**src/rtl/core/sl50_pkg.sv**
```systemverilog
// shared types and constants for the sequence length / n50 statistics block
// no dependencies
package sl50_pkg;

	localparam int MAX_SEQUENCES_DEF = 1024;
	localparam int LENGTH_BITS_DEF   = 32;

	// fixed port field widths
	localparam int PORT_LEN_W = 32;
	localparam int PORT_CNT_W = 11;
	localparam int OUT_DATA_W = 144;

	typedef struct packed {
		logic busy;
		logic done;
	} sl50_div_stat_t;

endpackage

```
**src/rtl/core/sl50_divider.sv**
```systemverilog
// restoring divider, one quotient bit per cycle
// depends on sl50_pkg
module sl50_divider import sl50_pkg::*; #(
	parameter int NUM_W = 42,
	parameter int DEN_W = 11
) (
	input  logic             clk,
	input  logic             arst_n,
	input  logic             start,
	input  logic [NUM_W-1:0] num,
	input  logic [DEN_W-1:0] den,
	output logic [NUM_W-1:0] quo,
	output sl50_div_stat_t   stat
);

	localparam int IW = $clog2(NUM_W + 1);

	logic [NUM_W-1:0] quo_q;
	logic [DEN_W:0]   rem_q;
	logic [DEN_W-1:0] den_q;
	logic [IW-1:0]    iter_q;
	logic             busy_q;
	logic             done_q;
	logic [DEN_W:0]   rem_sh;
	logic             ge;

	assign rem_sh = {rem_q[DEN_W-1:0], quo_q[NUM_W-1]};
	assign ge     = rem_sh >= {1'b0, den_q};

	always_ff @(posedge clk or negedge arst_n) begin
		if (!arst_n) begin
			busy_q <= 1'b0;
			done_q <= 1'b0;
			iter_q <= '0;
		end else if (start) begin
			busy_q <= 1'b1;
			done_q <= 1'b0;
			iter_q <= IW'(NUM_W);
		end else if (busy_q) begin
			iter_q <= iter_q - 1'b1;
			if (iter_q == IW'(1)) begin
				busy_q <= 1'b0;
				done_q <= 1'b1;
			end
		end
	end

	always_ff @(posedge clk) begin
		if (start) begin
			quo_q <= num;
			rem_q <= '0;
			den_q <= den;
		end else if (busy_q) begin
			rem_q <= ge ? rem_sh - {1'b0, den_q} : rem_sh;
			quo_q <= {quo_q[NUM_W-2:0], ge};
		end
	end

	assign quo       = quo_q;
	assign stat.busy = busy_q;
	assign stat.done = done_q;

endmodule

```
**config.mk**
```make
export PLATFORM = sky130hd
export DESIGN_NAME = sl50_divider
export DESIGN_NICKNAME = d
export VERILOG_FILES = /design/src/rtl/core/sl50_pkg.sv /design/src/rtl/core/sl50_divider.sv
export SDC_FILE = /design/constraint.sdc
export NUM_CORES = 1
export LEC_CHECK = 0
export BUFFER_PORTS_ARGS = -buffer_cell sky130_fd_sc_hd__clkbuf_2
export CORE_AREA = 2 2 99 72
export DETAILED_ROUTE_END_ITERATION = 8
export DIE_AREA = 0 0 101 74
export GPL_TIMING_DRIVEN = 0
export PLACE_DENSITY = 0.84
export SLEW_MARGIN = 20
export SYNTH_ARGS = -nofsm -noshare
export SYNTH_HDL_FRONTEND = slang
export SYNTH_SLANG_ARGS = --single-unit
```
**constraint.sdc**
```tcl
create_clock -name clk -period 5.6 [get_ports clk]
set_clock_uncertainty 0.05 [all_clocks]
set_input_delay 1.12 -clock clk [delete_from_list [all_inputs] [get_ports clk]]
set_output_delay 1.12 -clock clk [all_outputs]
set_load 0.05 [all_outputs]
```
Word level (Yosys, flattened, before mapping)
Cells that the tools add are included.
{"block": "word_totals", "regBits": 72, "inputBits": 56}
{"block": "classes", "add_sub_neg": 2, "magnitude_cmp": 1, "eq_ne": 1, "n_mux": 11, "n_reduce_logical": 3}
{"op": "$mux 42", "count": 2}
{"op": "$ge 12x11->1", "count": 1}
{"op": "$mux 6", "count": 2}
{"op": "$mux 11", "count": 1}
{"op": "$sub 11x11->11", "count": 1}
{"op": "$eq 6x1->1 const B", "count": 1}
{"op": "$mux 1", "count": 6}
{"op": "$sub 6x1->6 const B", "count": 1}
{"op": "$reduce_bool 2->1", "count": 2}
{"op": "$reduce_and 2->1", "count": 1}

Logic depth before layout (Yosys ltp)
{"block": "depth", "word_depth": 4, "depth_mapped": 11, "depth_no_buf": 9}

Worst setup path before layout
No wires, ideal clock.
{"block": "synth_path", "path_kind": "input to register", "from": "in start", "to": "reg quo_q[0] (netlist: quo[0]) (enable)", "arrival_ps": 2719, "setup_slack_ps": 2430, "path_stages": 4, "path_buffers": 2, "cell_sequence": "clkbuf_1 buf_1 inv_1 nand2_1"}
{"block": "synth_via", "elab_chain_cells": 1}
{"item": "start: declaration", "line": "sl50_divider.sv:9", "source": "input logic start,"}
{"item": "$reduce_bool 2->1 (no line)"}
{"item": "end signal: assignment", "line": "sl50_divider.sv:50", "source": "quo_q <= num;"}
{"item": "end signal: assignment", "line": "sl50_divider.sv:55", "source": "quo_q <= {quo_q[NUM_W-2:0], ge};"}
{"item": "end: declaration", "line": "sl50_divider.sv:18", "source": "logic [NUM_W-1:0] quo_q;"}
No other way between the ends.
A chain may end at the register's enable or synchronous reset.

Worst setup path in the final report
{"block": "layout_path", "from": "in start", "to": "reg quo_q[13] (netlist: quo[13]) (enable)"}
The elaborated chain is that of the path after synthesis.

==> results_dict.tcl <==
set metrics [dict create \
    status "complete, no violations" \
    cts_tree "yes" \
    final_nets 463 \
    synth.avg_cell_area_sq_um 12.7 \
    core_sq_mm 0.00657 \
    power.switching_uw 665 \
    final_common_cell "clkbuf_2" \
    worst_slack_ns 2.61 \
    synth_enable_flop_cells 53 \
    fin_util_pct 67.3 \
    synth_nets 352 \
    internal_power_mw 1.19 \
    path_max_fanout 30 \
    cts_resized 0 \
    endpoint_kind "register" \
    fmax_ghz 0.334 \
    hold_viol_final 0 \
    hold_path_class "register to register" \
    layout_min_cycle_time_ns 2.99 \
    drtPass1Iterations 4 \
    crit_path_start_kind "primary input" \
    whs_path_depth 2 \
    worst_ep_required_time_ns 5.59 \
    rsz0062_at_grt "no" \
    netlist_area_sq_mm 0.00358 \
    drv_slew 0 \
    cts-hold-fix-buffers 0 \
    dpl_worst_slack_ns 2.25 \
    final_cell_mix "99 x clkbuf_2, 53 x edfxtp_1, 42 x mux2_2" \
    die_x_um 101 \
    io_pins 100 \
    cts_sinks 72 \
    r2r_start "quo[41]$_DFFE_PP_" \
    setup_viol 0 \
    combPwrFrac_pct 36.4 \
    drive_above_1_share_pct 43.0 \
    async_flop_share_pct 11.1 \
    slew_headroom_pct 60.6 \
    gr-usage-all-layers_pct 20.4 \
    grt_pass1_vias 2425 \
    insertion_delay_ns 0.36 \
    drc 0 \
    tns_ns 0 \
    critPathMaxStageDelay_ns 0.48 \
    hp-start "rem_q[9]$_SDFFE_PP0P_" \
    path_delay_family "buffers and inverters" \
    drt-total-wl_mm 7.57 \
    cts_max_level 3 \
    p_clk_share_pct 24.8 \
    crit_type "primary input to register" \
    grt_first_pass_wirelength_mm 11.6 \
    power.density_mw_per_mm2 419 \
    ys_types 49 \
    arrival_ns 2.99 \
    reg2reg_depth 11 \
    min_to "rem_q[10]$_SDFFE_PP0P_" \
    slowest_stage "buf_1" \
    start_util_pct 54.5 \
    place_congestion 0.944 \
    grt_overflow_total 0 \
    diodes 0 \
    ys_warn_count 0 \
    grt_max_degree 31 \
    cts_setup_buffers 0 \
    r2r-end "rem_q[9]$_SDFFE_PP0P_" \
    cp_cell_sequence "clkbuf_2 > clkbuf_1 > buf_1 > inv_1 > nand2_2 > buf_12" \
    clkTransAtPathRegs_ns 0.09 \
    synthToLayoutAreaGrowth_pct 23.4 \
    row_count 25 \
    p_leak_nw 1.95 \
    max_cap_violations 0 \
    pwr-share-seq_pct 38.8 \
    rrSetupSlack_ns 3.04 \
    swShare_pct 35.9 \
    max-vdd-ir-drop_mv 0.236 \
    clock-root-buffer "clkbuf_8" \
    drt_iter0_drc 166 \
    period_share_pct 53.4 \
    synth_flop_cell "edfxtp_1" \
    antenna_found_initial 0 \
    yosysSeqAreaShare_pct 56.2 \
    fp.dieH_um 74 \
    dieArea_sq_mm 0.00747 \
    netlist_instances 282 \
    cts_buffer_depth 2 \
    wl_per_cell_um 15.8 \
    cp_num_cells 6 \
    viasPerCell 5.37 \
    cts_made_buffers 9 \
    cp_num_buf_inv 5 \
    portBuffers 99 \
    synth_seq_cells 72 \
    vias 2573 \
    dp_hpwl_mm 5.50 \
    drtAntennaViolNets 0 \
    max_slew.worst_pin.slew_ns 0.591 \
]
[cell usage after synthesis (2+ instances only)]
library cell | number | area share (%)
o21ai_0 | 8 | 1.1
nor2_1 | 19 | 2.0
edfxtp_1 | 53 | 44
mux2i_1 | 5 | 1.4
dfxtp_1 | 11 | 6.1
xnor2_1 | 6 | 1.5
buf_6 | 2 | 0.63
o31ai_1 | 2 | 0.42
a211oi_1 | 7 | 1.5
o211ai_1 | 2 | 0.42
a311oi_1 | 2 | 0.49
clkbuf_1 | 7 | 0.73
nor3_1 | 5 | 0.70
dfrtp_1 | 8 | 5.6
nor4_1 | 3 | 0.52
inv_1 | 19 | 2.0
nand3_1 | 3 | 0.42
xor2_1 | 4 | 0.98
buf_4 | 2 | 0.42
nand2b_1 | 5 | 0.87
mux2_2 | 42 | 13
a21oi_1 | 10 | 1.4
o21a_1 | 2 | 0.42
ha_1 | 13 | 4.5
buf_1 | 3 | 0.31
nand2_1 | 16 | 1.7
[power by group through the flow]
stage          clock, mW  sequential [mW]  combinational [mW]
6_report           0.460            0.719               0.674
5_1_grt            0.487            0.726               0.732
4_1_cts            0.466            0.716               0.670
3_5_place_dp           0            0.726               0.667
3_3_place_gp           0            0.722               0.649
2_1_floorplan          0            0.837               0.407
[metrics by stage]
step | instance area (sq um) | cells | total power [mW] | hold slack, ns
after floorplan | 3580 | 282 | 1.24 | 0.411
after CTS | 4420 | 479 | 1.85 | 0.456
after global routing | 4420 | 479 | 1.95 | 0.484
after global placement | 4180 | 462 | 1.37 | 0.432
final | 4420 | 479 | 1.85 | 0.452
after detailed placement | 4200 | 463 | 1.39 | 0.454
[cell families (layout without fill, tap and decap cells)]
| logic type | count (synthesis) | after routing | share of synthesized area (%) |
|---|---|---|---|
| simple gates | 62 | 62 | 8.74 |
| flops | 72 | 72 | 56.2 |
| fa+ha+maj | 14 | 14 | 5.10 |
| mux | 47 | 47 | 14.6 |
| xor+xnor | 10 | 10 | 2.45 |
| buf+inv | 34 | 150 | 4.51 |
| compound gates | 43 | 43 | 8.42 |
[area by class of cell]
class | count | area, sq um
Fill cell | 477 | 2150
Sequential cell | 72 | 2010
Multi-Input combinational cell | 176 | 1410
Timing Repair Buffer | 100 | 515
Clock buffer | 10 | 128
Tap cell | 81 | 101
Clock inverter | 6 | 92.6
Buffer | 15 | 90.1
Inverter | 19 | 71.3
[sequential cells by signal, summed over array words and instances, names as in the netlist]
register,count
quo,42
den_q,11
rem_q,11
iter_q,6
busy_q,1
done_q,1
[worst register-to-register path, delay by kind of cell (launching register included)]
kind | cells | cell delay (ns)
compound gates | 5 | 0.88
flops | 1 | 0.41
simple gates | 1 | 0.17
buf+inv | 3 | 0.32
fa+ha+maj | 2 | 0.64
[worst max-delay path by stage]
stage           from                end  slack, ns
6_report       start  quo[13]$_DFFE_PP_       2.61
5_1_grt        start  quo[19]$_DFFE_PP_       2.43
2_1_floorplan  start   quo[0]$_DFFE_PP_       2.43
3_5_place_dp   start  quo[15]$_DFFE_PP_       2.25
3_3_place_gp   start  quo[15]$_DFFE_PP_       1.48
4_1_cts        start  quo[13]$_DFFE_PP_       2.62
[metal layers]
metal / GRT usage, % / up-vias / part of all wire, %
li1: - / 1254 / -
met1: 27.9 / 1217 / 45
met2: 31.8 / 91 / 47
met3: 6.20 / 11 / 6.5
met4: 6.76 / 0 / 1.1
met5: 0 / - / 0
Power figures use the tool's default switching activity.
